`config.mk`:
```
export PLATFORM = sky130hd
export DESIGN_NAME = dwarf_line_program_encoder_flat
export DESIGN_NICKNAME = d
export VERILOG_FILES = /design/src/rtl/dlpe_pkg.sv /design/src/rtl/dlpe_stream_if.sv /design/src/rtl/dlpe_ctrl.sv /design/src/rtl/dlpe_datapath.sv /design/src/rtl/dwarf_line_program_encoder.sv /design/src/flat_wrapper.sv
export SDC_FILE = /design/constraint.sdc
export NUM_CORES = 1
export LEC_CHECK = 0
export BUFFER_PORTS_ARGS = -buffer_cell sky130_fd_sc_hd__buf_4
export CAP_MARGIN = 20
export CORE_UTILIZATION = 41
export DETAILED_ROUTE_END_ITERATION = 8
export GPL_TIMING_DRIVEN = 0
export SYNTH_ARGS = -nofsm -noshare
export SYNTH_HDL_FRONTEND = slang
export SYNTH_HIERARCHICAL = 1
export SYNTH_SLANG_ARGS = --single-unit
```
`constraint.sdc`:
```
create_clock -name clk_i -period 5.5 [get_ports clk_i]
set_input_delay 0.825 -clock clk_i [delete_from_list [all_inputs] [get_ports clk_i]]
set_output_delay 0.825 -clock clk_i [all_outputs]
set_load 0.02 [all_outputs]
```
`src/rtl/dlpe_pkg.sv`:
```
// ----------------------------------------------------------------------------
// dlpe_pkg: shared definitions of the line program encoder
// Opcodes, register indexes, channel payloads and the command and status
// bundles that join the controller and the datapath.
// ----------------------------------------------------------------------------
package dlpe_pkg;

  // Parameter defaults.
  localparam int unsigned ADDR_BITS_DEF     = 32;
  localparam int unsigned FIRST_SPECIAL_DEF = 5;

  // Standard opcodes.
  localparam logic [7:0] OP_COPY     = 8'h01;
  localparam logic [7:0] OP_ADV_PC   = 8'h02;
  localparam logic [7:0] OP_ADV_LINE = 8'h03;

  // Reset values of the configuration registers.
  localparam logic signed [7:0] WIN_BASE_RST  = -8'sd1;
  localparam logic [7:0]        WIN_RANGE_RST = 8'd5;

  // The reference line after reset or a start request.
  localparam logic [30:0] REF_LINE_INIT = 31'd1;

  // Configuration register indexes.
  typedef enum logic [0:0] {
    REG_WIN_BASE  = 1'b0,
    REG_WIN_RANGE = 1'b1
  } cfg_reg_e;

  // Input row payload.
  typedef struct packed {
    logic        start_req;
    logic [31:0] address;
    logic [30:0] line;
  } row_t;

  // Output byte payload.
  typedef struct packed {
    logic [7:0] byte_res;
    logic       last;
    logic       order_error;
  } prog_byte_t;

  // Source of the byte loaded into the output register.
  typedef enum logic [2:0] {
    SEL_COPY,
    SEL_SPECIAL,
    SEL_ADV_LINE,
    SEL_ADV_PC,
    SEL_LEB,
    SEL_ERR
  } byte_sel_e;

  // Controller to datapath.
  typedef struct packed {
    logic      load;     // Capture an accepted row.
    logic      calc;     // Form the deltas and the order check.
    logic      mult;     // Form the special opcode terms and the branch flags.
    logic      emit;     // Load one byte into the output register.
    byte_sel_e sel;
    logic      last;
    logic      upd_ref;  // The row becomes the new reference.
  } cmd_t;

  // Datapath to controller.
  typedef struct packed {
    logic can_emit;
    logic order_err;
    logic both_zero;
    logic special_ok;
    logic mag_gt;
    logic leb_done;
  } status_t;

endpackage

```
`src/rtl/dlpe_stream_if.sv`:
```
// ----------------------------------------------------------------------------
// dlpe_stream_if: valid/ready channel
// Carries one payload of type T per beat from a source to a sink.
// ----------------------------------------------------------------------------
interface dlpe_stream_if #(
  parameter type T = logic
);
  logic valid;
  logic ready;
  T     data;

  modport source (output valid, output data, input ready);
  modport sink   (input valid, input data, output ready);
endinterface

```
`src/rtl/dlpe_ctrl.sv`:
```
// ----------------------------------------------------------------------------
// dlpe_ctrl: encoder sequencer
// Walks each row through delta calculation, opcode choice and LEB128 output.
// ----------------------------------------------------------------------------
module dlpe_ctrl (
  input  logic             clk_i,
  input  logic             rst_ni,
  input  logic             in_valid_i,
  output logic             in_ready_o,
  input  dlpe_pkg::status_t sts_i,
  output dlpe_pkg::cmd_t    cmd_o
);
  import dlpe_pkg::*;

  typedef enum logic [2:0] {
    S_IDLE,
    S_CALC,
    S_MULT,
    S_DECIDE,
    S_LEB,
    S_ERR
  } state_e;

  state_e state_q, state_d;

  assign in_ready_o = (state_q == S_IDLE);

  always_comb begin
    state_d = state_q;
    cmd_o   = '{load: 1'b0, calc: 1'b0, mult: 1'b0, emit: 1'b0,
                sel: SEL_COPY, last: 1'b0, upd_ref: 1'b0};
    case (state_q)
      S_IDLE: begin
        if (in_valid_i) begin
          cmd_o.load = 1'b1;
          state_d    = S_CALC;
        end
      end
      S_CALC: begin
        cmd_o.calc = 1'b1;
        state_d    = S_MULT;
      end
      S_MULT: begin
        cmd_o.mult = 1'b1;
        state_d    = sts_i.order_err ? S_ERR : S_DECIDE;
      end
      S_DECIDE: begin
        if (sts_i.can_emit) begin
          cmd_o.emit = 1'b1;
          if (sts_i.both_zero || sts_i.special_ok) begin
            cmd_o.sel     = sts_i.both_zero ? SEL_COPY : SEL_SPECIAL;
            cmd_o.last    = 1'b1;
            cmd_o.upd_ref = 1'b1;
            state_d       = S_IDLE;
          end else begin
            cmd_o.sel = sts_i.mag_gt ? SEL_ADV_LINE : SEL_ADV_PC;
            state_d   = S_LEB;
          end
        end
      end
      S_LEB: begin
        if (sts_i.can_emit) begin
          cmd_o.emit = 1'b1;
          cmd_o.sel  = SEL_LEB;
          if (sts_i.leb_done) begin
            state_d = S_MULT;
          end
        end
      end
      S_ERR: begin
        if (sts_i.can_emit) begin
          cmd_o.emit = 1'b1;
          cmd_o.sel  = SEL_ERR;
          cmd_o.last = 1'b1;
          state_d    = S_IDLE;
        end
      end
      default: begin
        state_d = S_IDLE;
      end
    endcase
  end

  always_ff @(posedge clk_i or negedge rst_ni) begin
    if (!rst_ni) begin
      state_q <= S_IDLE;
    end else begin
      state_q <= state_d;
    end
  end

endmodule

```
`src/rtl/dlpe_datapath.sv`:
```
// ----------------------------------------------------------------------------
// dlpe_datapath: encoder datapath
// Holds the reference row, the deltas, the LEB128 shifter, the configuration
// registers and the output register.
// ----------------------------------------------------------------------------
module dlpe_datapath #(
  parameter int unsigned ADDR_BITS     = dlpe_pkg::ADDR_BITS_DEF,
  parameter int unsigned FIRST_SPECIAL = dlpe_pkg::FIRST_SPECIAL_DEF
) (
  input  logic                 clk_i,
  input  logic                 rst_ni,
  input  logic                 cfg_we_i,
  input  logic [0:0]           cfg_idx_i,
  input  logic [7:0]           cfg_data_i,
  input  dlpe_pkg::row_t       row_i,
  input  dlpe_pkg::cmd_t       cmd_i,
  output dlpe_pkg::status_t    sts_o,
  input  logic                 out_ready_i,
  output logic                 out_valid_o,
  output dlpe_pkg::prog_byte_t out_o
);
  import dlpe_pkg::*;

  // Common width of the two deltas, and the LEB128 shifter with a sign bit on top.
  localparam int unsigned MW = (ADDR_BITS > 32) ? ADDR_BITS : 32;
  localparam int unsigned LW = MW + 1;

  logic signed [7:0]     lb_q;
  logic [7:0]            lr_q;
  logic [ADDR_BITS-1:0]  ref_addr_q;
  logic [30:0]           ref_line_q;
  logic [ADDR_BITS-1:0]  addr_q;
  logic [30:0]           line_q;
  logic signed [31:0]    dline_q;
  logic [ADDR_BITS-1:0]  daddr_q;
  logic                  err_q;
  logic                  win_q;
  logic [7:0]            diff_q;
  logic [15:0]           prod_q;
  logic                  mag_gt_q;
  logic signed [LW-1:0]  leb_q;
  logic                  leb_sgn_q;
  logic                  out_valid_q;
  prog_byte_t            out_q;

  logic signed [31:0]    lb_ext;
  logic signed [31:0]    win_hi;
  logic signed [31:0]    diff;
  logic [31:0]           mag;
  logic [16:0]           op_full;
  logic signed [LW-1:0]  leb_next;
  logic                  leb_done;
  logic                  can_emit;
  logic [7:0]            byte_d;

  // Special opcode window terms.
  assign lb_ext = {{24{lb_q[7]}}, lb_q};
  assign win_hi = lb_ext + $signed({24'd0, lr_q});
  assign diff   = dline_q - lb_ext;
  assign mag    = dline_q[31] ? 32'(-dline_q) : 32'(dline_q);

  assign op_full = {9'd0, diff_q} + {1'b0, prod_q} + 17'(FIRST_SPECIAL);

  // LEB128 step: seven bits out, arithmetic shift keeps the sign for the signed form.
  assign leb_next = leb_q >>> 7;
  assign leb_done = leb_sgn_q ? (leb_next == {LW{leb_q[6]}}) : (leb_next == '0);

  assign can_emit = !out_valid_q || out_ready_i;

  assign sts_o = '{can_emit:   can_emit,
                   order_err:  err_q,
                   both_zero:  (dline_q == '0) && (daddr_q == '0),
                   special_ok: win_q && (op_full <= 17'd255),
                   mag_gt:     mag_gt_q,
                   leb_done:   leb_done};

  always_comb begin
    case (cmd_i.sel)
      SEL_COPY:     byte_d = OP_COPY;
      SEL_SPECIAL:  byte_d = op_full[7:0];
      SEL_ADV_LINE: byte_d = OP_ADV_LINE;
      SEL_ADV_PC:   byte_d = OP_ADV_PC;
      SEL_LEB:      byte_d = {!leb_done, leb_q[6:0]};
      SEL_ERR:      byte_d = 8'h00;
      default:      byte_d = 8'h00;
    endcase
  end

  // Configuration, reference row and output handshake.
  always_ff @(posedge clk_i or negedge rst_ni) begin
    if (!rst_ni) begin
      lb_q        <= WIN_BASE_RST;
      lr_q        <= WIN_RANGE_RST;
      ref_addr_q  <= '0;
      ref_line_q  <= REF_LINE_INIT;
      out_valid_q <= 1'b0;
    end else begin
      if (cfg_we_i) begin
        case (cfg_reg_e'(cfg_idx_i))
          REG_WIN_BASE:  lb_q <= cfg_data_i;
          REG_WIN_RANGE: lr_q <= cfg_data_i;
          default: ;
        endcase
      end
      if (cmd_i.load && row_i.start_req) begin
        ref_addr_q <= '0;
        ref_line_q <= REF_LINE_INIT;
      end else if (cmd_i.upd_ref) begin
        ref_addr_q <= addr_q;
        ref_line_q <= line_q;
      end
      if (cmd_i.emit) begin
        out_valid_q <= 1'b1;
      end else if (out_ready_i) begin
        out_valid_q <= 1'b0;
      end
    end
  end

  // Working registers.
  always_ff @(posedge clk_i) begin
    if (cmd_i.load) begin
      addr_q <= ADDR_BITS'(row_i.address);
      line_q <= row_i.line;
    end
    if (cmd_i.calc) begin
      err_q   <= addr_q < ref_addr_q;
      dline_q <= $signed({1'b0, line_q}) - $signed({1'b0, ref_line_q});
      daddr_q <= addr_q - ref_addr_q;
    end
    if (cmd_i.mult) begin
      win_q    <= (dline_q >= lb_ext) && (dline_q < win_hi) && (daddr_q <= ADDR_BITS'(255));
      diff_q   <= diff[7:0];
      prod_q   <= 16'(lr_q) * 16'(daddr_q[7:0]);
      mag_gt_q <= MW'(mag) > MW'(daddr_q);
    end
    if (cmd_i.emit) begin
      out_q <= '{byte_res: byte_d, last: cmd_i.last, order_error: cmd_i.sel == SEL_ERR};
      case (cmd_i.sel)
        SEL_ADV_LINE: begin
          leb_q     <= LW'(dline_q);
          leb_sgn_q <= 1'b1;
          dline_q   <= '0;
        end
        SEL_ADV_PC: begin
          leb_q     <= $signed(LW'(daddr_q));
          leb_sgn_q <= 1'b0;
          daddr_q   <= '0;
        end
        SEL_LEB: begin
          leb_q <= leb_next;
        end
        default: ;
      endcase
    end
  end

  assign out_valid_o = out_valid_q;
  assign out_o       = out_q;

endmodule

```
`src/rtl/dwarf_line_program_encoder.sv`:
```
// ----------------------------------------------------------------------------
// dwarf_line_program_encoder: line-number program byte encoder
// Turns (address, line) rows into line-number program bytes.
// ----------------------------------------------------------------------------
// Usage. Rows arrive on row_if, one per beat; each row yields one to thirteen
// beats on byte_if, the final one marked by last. A row equal to the
// reference row gives a copy opcode; a small change gives one special opcode;
// larger changes give advance_line and/or advance_pc with a LEB128 operand,
// followed by a copy or special opcode. A start_req row first resets the
// reference to address 0, line 1. A row whose address lies below the
// reference gives a single beat with byte 0, last and order_error set, and
// leaves the reference unchanged.
// Flow. One row is handled at a time. The sequencer accepts the row, forms the
// deltas and the multiply terms for the special opcode, then loads the bytes
// one by one, with another multiply step after each advance group. The output
// register sends at most one beat per cycle; when the receiver stalls the
// register holds its beat and the sequencer waits.
// Reset sets the reference row to address 0, line 1, the window base to -1
// and the window range to 5. Configuration writes via cfg_we_i must be made
// between rows; the block itself does not enforce this.
// ----------------------------------------------------------------------------
module dwarf_line_program_encoder #(
  parameter int unsigned ADDR_BITS     = dlpe_pkg::ADDR_BITS_DEF,
  parameter int unsigned FIRST_SPECIAL = dlpe_pkg::FIRST_SPECIAL_DEF
) (
  input  logic       clk_i,
  input  logic       rst_ni,
  input  logic       cfg_we_i,
  input  logic [0:0] cfg_idx_i,
  input  logic [7:0] cfg_data_i,
  dlpe_stream_if.sink   row_if,
  dlpe_stream_if.source byte_if
);
  import dlpe_pkg::*;

  cmd_t    cmd;
  status_t sts;

  // The sequencer only handshakes the row channel; the payload goes to the datapath.
  dlpe_ctrl u_ctrl (
    .clk_i      (clk_i),
    .rst_ni     (rst_ni),
    .in_valid_i (row_if.valid),
    .in_ready_o (row_if.ready),
    .sts_i      (sts),
    .cmd_o      (cmd)
  );

  dlpe_datapath #(
    .ADDR_BITS     (ADDR_BITS),
    .FIRST_SPECIAL (FIRST_SPECIAL)
  ) u_datapath (
    .clk_i       (clk_i),
    .rst_ni      (rst_ni),
    .cfg_we_i    (cfg_we_i),
    .cfg_idx_i   (cfg_idx_i),
    .cfg_data_i  (cfg_data_i),
    .row_i       (row_if.data),
    .cmd_i       (cmd),
    .sts_o       (sts),
    .out_ready_i (byte_if.ready),
    .out_valid_o (byte_if.valid),
    .out_o       (byte_if.data)
  );

endmodule
```
`src/flat_wrapper.sv`:
```
// flat-port wrapper written by rule: the top's interface ports become plain ports
module dwarf_line_program_encoder_flat import dlpe_pkg::*;
#(
  parameter int unsigned ADDR_BITS     = dlpe_pkg::ADDR_BITS_DEF,
  parameter int unsigned FIRST_SPECIAL = dlpe_pkg::FIRST_SPECIAL_DEF
)
  (clk_i, rst_ni, cfg_we_i, cfg_idx_i, cfg_data_i, row_if_valid, row_if_data, row_if_ready, byte_if_valid, byte_if_data, byte_if_ready);
  dlpe_stream_if row_if_i ();
  dlpe_stream_if byte_if_i ();
  input  logic clk_i;
  input  logic rst_ni;
  input  logic cfg_we_i;
  input  logic [0:0] cfg_idx_i;
  input  logic [7:0] cfg_data_i;
  input wire logic [$bits(row_if_i.valid)-1:0] row_if_valid;
  input wire logic [$bits(row_if_i.data)-1:0] row_if_data;
  output wire logic [$bits(row_if_i.ready)-1:0] row_if_ready;
  output wire logic [$bits(byte_if_i.valid)-1:0] byte_if_valid;
  output wire logic [$bits(byte_if_i.data)-1:0] byte_if_data;
  input wire logic [$bits(byte_if_i.ready)-1:0] byte_if_ready;
  assign row_if_i.valid = row_if_valid;
  assign row_if_i.data = row_if_data;
  assign row_if_ready = row_if_i.ready;
  assign byte_if_valid = byte_if_i.valid;
  assign byte_if_data = byte_if_i.data;
  assign byte_if_i.ready = byte_if_ready;
  dwarf_line_program_encoder #(.ADDR_BITS(ADDR_BITS), .FIRST_SPECIAL(FIRST_SPECIAL)) u_core (.clk_i(clk_i), .rst_ni(rst_ni), .cfg_we_i(cfg_we_i), .cfg_idx_i(cfg_idx_i), .cfg_data_i(cfg_data_i), .row_if(row_if_i), .byte_if(byte_if_i));
endmodule
```
==> impl_metrics.yaml, run 1 <==
run_status:
  outcome: "finished, final reports clean"
die:
  io_pins: 18
  die_area_um2: 48100
  start_util_pct: 41.6
  rows: 79
  die_h_um: 219
  die_w_um: 219
  core_area_um2: 46600
worst_setup_path:
  cp_common_cell: "fa_1"
  cp_top_family: "adder cells"
  cp.buffers_inverters: 4
  r2r_start: "u_core/u_datapath/daddr_q[5]$_DFF_P_"
  slowest_delay_ns: 0.54
  worstSetupStartpointType: "flop"
  cp_slowest_cell: "fa_1"
  path_class: "reg -> reg"
  cp-end-kind: "flop"
  path_max_fanout: 9
  arrival_ns: 5.56
  worst_ep_required_time_ns: 5.81
  crit_chain: "clkbuf_1 > nand2_1 > fa_1 > fa_1 > inv_1 > fa_1 > inv_1 > fa_1 > inv_1 > ha_1 > a21boi_0 > o21ai_0 > nand2b_1 > a21o_1 > a41o_1 > o41a_1 > xnor2_1"
  startpoint: "u_core/u_datapath/daddr_q[5]$_DFF_P_"
cts:
  cts_resized: 0
  clk_pin_slew_worst_paths_ns: 0.06
  cts_buffers: 30
  htree_levels: 1
  cts_tree: "built"
  postCtsSetupBuffers: 0
  cts_buffer_depth: 3
  clk-insertion-delay-late_ns: 0.60
  root_buffer: "clkbuf_16"
  clock_sinks: 266
  hold_buffers: 0
place:
  port_buffers: 17
  hpwl_um: 38900
  gp_congestion: 0.932
  placed_area_um2: 20600
  placedCellCount: 2745
final_layout:
  postLayoutCellArea_um2: 21500
  area_delta_synth_final_pct: 11.4
  nNetsFinal: 2421
  finalNonFillerCells: 2799
  n_antenna_cell: 0
  drive_gt1_share_pct: 5.75
  fin_util_pct: 46.3
  seq_area_um2: 6950
  fillCellCount: 4440
  multi_input_area_um2: 11400
min_path:
  hold_class: "in -> async"
detailed_routing:
  postRouteAntennaNets: 0
  wl_um: 50000
  vias: 15100
  drt_pass1_iterations: 5
  drcViolationCount: 0
  detail_route.iter0.violations: 933
  wl_per_cell_um: 17.9
  via_per_inst: 5.40
logic_synthesis:
  synthesis.area_um2: 19300
  yosysWarnings: 6
  syn_area_per_cell_um2: 9.42
  synth_cells: 2054
sta:
  maxSlewHeadroom_pct: 31.1
  rsz0062_at_grt: "false"
  holdWs_ns: 0.113
  fin_crit_sh_pct: 95.3
  skew_ns: 0.0338
  final-setup-viol-count: 0
  fmax_mhz: 191
  worst_slew_pin_slew_ns: 1.03
  maxSlewViolCount: 0
  final-hold-violation-count: 0
  min_period_ns: 5.24
global_route:
  antenna_found_initial: 1
  first_global_vias: 14700
  grt_first_pass_wirelength_um: 79100
  gr-total-overflow: 0
  grt_max_degree: 65
  track_usage_pct: 21.0
power_and_ir_drop:
  ir_worst_vdd_uv: 504
  p_leak_nw: 9.18
  power_density_nw_per_um2: 628
job:
  cap_violations: 0
==> layout by cell type, fill, tap and decap left out, types with 24 or more instances in the layout <==
master,n
a21o_1,64
a21oi_1,94
a22o_1,45
a22oi_1,27
and2_1,46
clkbuf_1,84
clkbuf_16,30
conb_1,63
dfrtp_1,72
dfxtp_1,64
edfxtp_1,119
fa_1,41
ha_1,197
inv_1,209
mux2i_1,96
nand2_1,132
nand2b_1,24
nand3_1,34
nand3b_1,30
nand4_1,33
nor2_1,174
nor2b_1,27
nor3_1,24
o21ai_0,73
xnor2_1,72
xor2_1,27
==> registers in the layout (all words and copies together), names as in the netlist <==
signal	cells
u_core/u_datapath/lb_q	8
u_core/u_datapath/win_q	1
u_core/u_datapath/err_q	1
u_core/u_ctrl/state_q	3
u_core/u_datapath/ref_line_q	31
u_core/u_datapath/out_valid_o	1
u_core/u_datapath/prod_q	16
u_core/u_datapath/out_o	1
u_core/u_datapath/lr_q	8
u_core/u_datapath/leb_q	27
u_core/u_datapath/mag_gt_q	1
u_core/u_datapath/addr_q	32
u_core/u_datapath/daddr_q	32
u_core/u_datapath/leb_sgn_q	1
u_core/u_datapath/dline_q	32
u_core/u_datapath/line_q	31
u_core/u_datapath/diff_q	8
u_core/u_datapath/ref_addr_q	32
==> where the power goes <==
part	total, mW	internal (mW)	switching, mW
logic	8.05	3.43	4.62
clock network	2.00	1.15	0.850
registers	3.49	2.93	0.556
==> worst reg2reg max path: cells and delay by family (launching register included) <==
family          cells  cell delay (ns)
xor+xnor            1             0.13
flops               1             0.36
fa+ha+maj           5             2.41
simple gates        2             0.27
buf+inv             4             0.68
compound gates      5             1.11
==> final cells by class <==
type	count	area share (%)
buffer	107	2.06
clock buffer	37	3.61
clock inverter	19	0.906
inverter	211	3.68
multi-input combinational	1530	53.0
sequential	266	32.2
tap	607	3.53
timing repair buffer	22	1.02
==> metal layers <==
metal	vias to the layer above	global-route usage [%]	share of wire, %
li1	7406	-	-
met1	7227	28.2	46
met2	370	34.7	46
met3	98	3.01	5.6
met4	0	6.50	2.9
met5	-	0	0
==> final timing paths <==
check	to	slack, ns	depth (start not counted)
worst max-delay path	u_core/u_datapath/prod_q[15]$_DFFE_PP_	0.26	17
worst min-delay path	u_core/u_ctrl/state_q[1]$_DFFE_PN0P_	0.11	1
worst max register to register	u_core/u_datapath/prod_q[15]$_DFFE_PP_	0.26	17
worst min register to register	u_core/u_datapath/ref_line_q[24]$_DFFE_PN0P_	0.52	2
max in group asynchronous	u_core/u_datapath/ref_line_q[0]$_DFFE_PN1P_	4.66	2
min in group clk_i	u_core/u_datapath/line_q[0]$_DFFE_PP_	0.40	1
==> stage by stage <==
stage,setup WS [ns],power (mW),setup TNS [ns]
6_report,0.259,13.5,0
5_1_grt,0.0117,14.8,0
4_1_cts,0.0619,13.6,0
3_5_place_dp,0.0618,11.5,0
3_3_place_gp,-0.488,11.3,-12.67
2_1_floorplan,0.594,9.41,0
(Power assumes the default switching activity.)
==> run 2, diff against run 1 <==
- SYNTH_HIERARCHICAL: 1 -> unset
==> impl_metrics.yaml, run 2 <==
run_status:
  outcome: "finished, final reports clean"
worst_setup_path:
  crit_chain: "ha_1 > a21o_1 > a21o_1 > a21oi_1 > o21ai_0 > a31oi_1 > xnor2_2 > buf_6 > ha_1 > or4_1 > a21oi_1 > o21ai_0 > a211oi_1 > mux2_2 > nor4b_1"
  cp.buffers_inverters: 1
  cp_slowest_cell: "nor4b_1"
  worst_ep_required_time_ns: 5.60
  path_max_fanout: 22
  worstSetupStartpointType: "flop"
  path_class: "reg -> reg"
  slowest_delay_ns: 0.74
  arrival_ns: 4.99
  cp_top_family: "compound AO/OA/AOI/OAI gates"
  r2r_start: "u_core.u_datapath.lr_q[1]$_DFFE_PN0P_"
  cp-end-kind: "flop"
  startpoint: "u_core.u_datapath.lr_q[1]$_DFFE_PN0P_"
die:
  die_area_um2: 27300
  die_w_um: 165
  start_util_pct: 41.9
  die_h_um: 165
  core_area_um2: 26100
  rows: 59
  io_pins: 18
global_route:
  antenna_found_initial: 0
  track_usage_pct: 20.8
  grt_max_degree: 29
  gr-total-overflow: 0
  grt_first_pass_wirelength_um: 43300
  first_global_vias: 8402
place:
  placedCellCount: 1514
  gp_congestion: 0.866
  hpwl_um: 21100
  port_buffers: 17
  placed_area_um2: 11500
detailed_routing:
  detail_route.iter0.violations: 537
  postRouteAntennaNets: 0
  vias: 8461
  wl_um: 26300
  drcViolationCount: 0
  drt_pass1_iterations: 5
  via_per_inst: 5.48
  wl_per_cell_um: 17.0
final_layout:
  mostFrequentLayoutCell: "ha_1"
  nNetsFinal: 1410
  area_delta_synth_final_pct: 10.9
  finalNonFillerCells: 1545
  n_antenna_cell: 0
  postLayoutCellArea_um2: 12100
  fillCellCount: 2553
  top_regs: "u_core.u_datapath.daddr_q (32), u_core.u_datapath.dline_q (32), u_core.u_datapath.leb_q (27)"
  drive_gt1_share_pct: 7.44
  layout_common_cells: "158 x ha_1, 120 x inv_1, 104 x nand2_1, 72 x a21oi_1, 64 x dfxtp_1"
logic_synthesis:
  synth_common_cells: "158 x ha_1, 120 x inv_1, 104 x nand2_1"
  synthesis.area_um2: 10900
  synthArstFlopShare_pct: 14.9
  syn_nets: 1371
  yosys_most_used_dff: "dfxtp_1"
  synth-seq-cells: 141
  synth_area_leaders: "ha_1 18%, edfxtp_1 15%, dfxtp_1 12%"
  syn_area_per_cell_um2: 9.41
  yosysWarnings: 0
  ys_seq_area_share_pct: 32.1
  yosysMostFrequentCell: "ha_1"
  synth_top_area_share_pct: 18.1
  synth_edf_count: 56
  synth_cells: 1159
  synth.distinct_cells: 63
  synth.largest_area_cell: "ha_1"
cts:
  htree_levels: 4
  postCtsSetupBuffers: 0
  root_buffer: "clkbuf_16"
  cts_resized: 0
  clk_pin_slew_worst_paths_ns: 0.06
  cts_tree: "built"
  clk-insertion-delay-late_ns: 0.43
  clock_sinks: 141
  cts_buffers: 17
  cts_buffer_depth: 2
  hold_buffers: 0
sta:
  final-hold-violation-count: 0
  rsz0062_at_grt: "false"
  maxSlewViolCount: 0
  fin_crit_sh_pct: 88.8
  final-setup-viol-count: 0
  worst_slew_pin_slew_ns: 1.04
  maxSlewHeadroom_pct: 30.4
  min_period_ns: 4.89
  skew_ns: 0.0109
  fmax_mhz: 205
job:
  cap_violations: 0
power_and_ir_drop:
  p_leak_nw: 5.17
  ir_worst_vdd_uv: 270
  power_density_nw_per_um2: 498
min_path:
  hold_class: "in -> async"
[run 2: final timing paths]
check                                                               to  slack [ns]  depth (start not counted)
max in group asynchronous  u_core.u_datapath.ref_line_q[0]$_DFFE_PN1P_        4.90                          1
setup / recovery                     u_core.u_datapath.win_q$_DFFE_PP_        0.61                         15
min in group clk_i               u_core.u_datapath.daddr_q[29]$_DFF_P_        0.50                          2
hold / removal                   u_core.u_datapath.lr_q[1]$_DFFE_PN0P_        0.30                          1
setup reg to reg                     u_core.u_datapath.win_q$_DFFE_PP_        0.61                         15
hold reg to reg                  u_core.u_datapath.daddr_q[29]$_DFF_P_        0.50                          2
[run 2: cells by family after synthesis]
| logic type | after synthesis | synth area share [%] |
|---|---|---|
| buf+inv | 156 | 5.67 |
| mux | 12 | 1.22 |
| flops | 141 | 32.1 |
| simple gates | 369 | 17.3 |
| xor+xnor | 52 | 4.18 |
| fa+ha+maj | 197 | 25.3 |
| compound gates | 232 | 14.2 |
[run 2: cell type report]
type	count	area (um^2)	share of cell area [%]
plain buffers	36	168	1.39
repair buffers	20	181	1.50
clock inverters	10	87.6	0.724
inverters	120	450	3.72
flip-flops and latches	141	3500	29.0
clock buffers	21	482	3.98
well taps	335	419	3.47
multi-input cells	862	6800	56.3
[run 2: metal layers]
metal  up-vias  track usage (%)  wire (um)
met1      4047             28.5      12800
met3        22             3.62       1020
met2       137             33.7      12100
met4         0             5.30        344
li1       4255                -          -
met5         -                0          0
[run 2: metrics by stage]
stage	power [mW]	worst slack (ns)	hold slack [ns]	util (%)	setup TNS, ns
final	6.03	0.614	0.296	46.4	0
after global routing	6.57	0.291	0.313	46.4	0
after CTS	6.05	0.587	0.293	46.4	0
after detailed placement	4.91	0.600	0.490	44.2	0
after global placement	4.79	-0.253	0.486	44.0	-0.253
after floorplan	4.00	1.25	0.457	-	0
[run 2: power by group]
part,internal (mW),switching [mW],total [mW]
Sequential,1.50,0.419,1.92
Combinational,1.31,1.67,2.99
Clock,0.668,0.449,1.12
[run 2: worst register-to-register path: stages, from the launching register on]
cell	delay (ns)
dfrtp_1	0.60
ha_1	0.31
a21o_1	0.16
a21o_1	0.19
a21oi_1	0.19
o21ai_0	0.15
a31oi_1	0.35
xnor2_2	0.12
buf_6	0.22
ha_1	0.21
or4_1	0.50
a21oi_1	0.11
o21ai_0	0.10
a211oi_1	0.23
mux2_2	0.38
nor4b_1	0.74
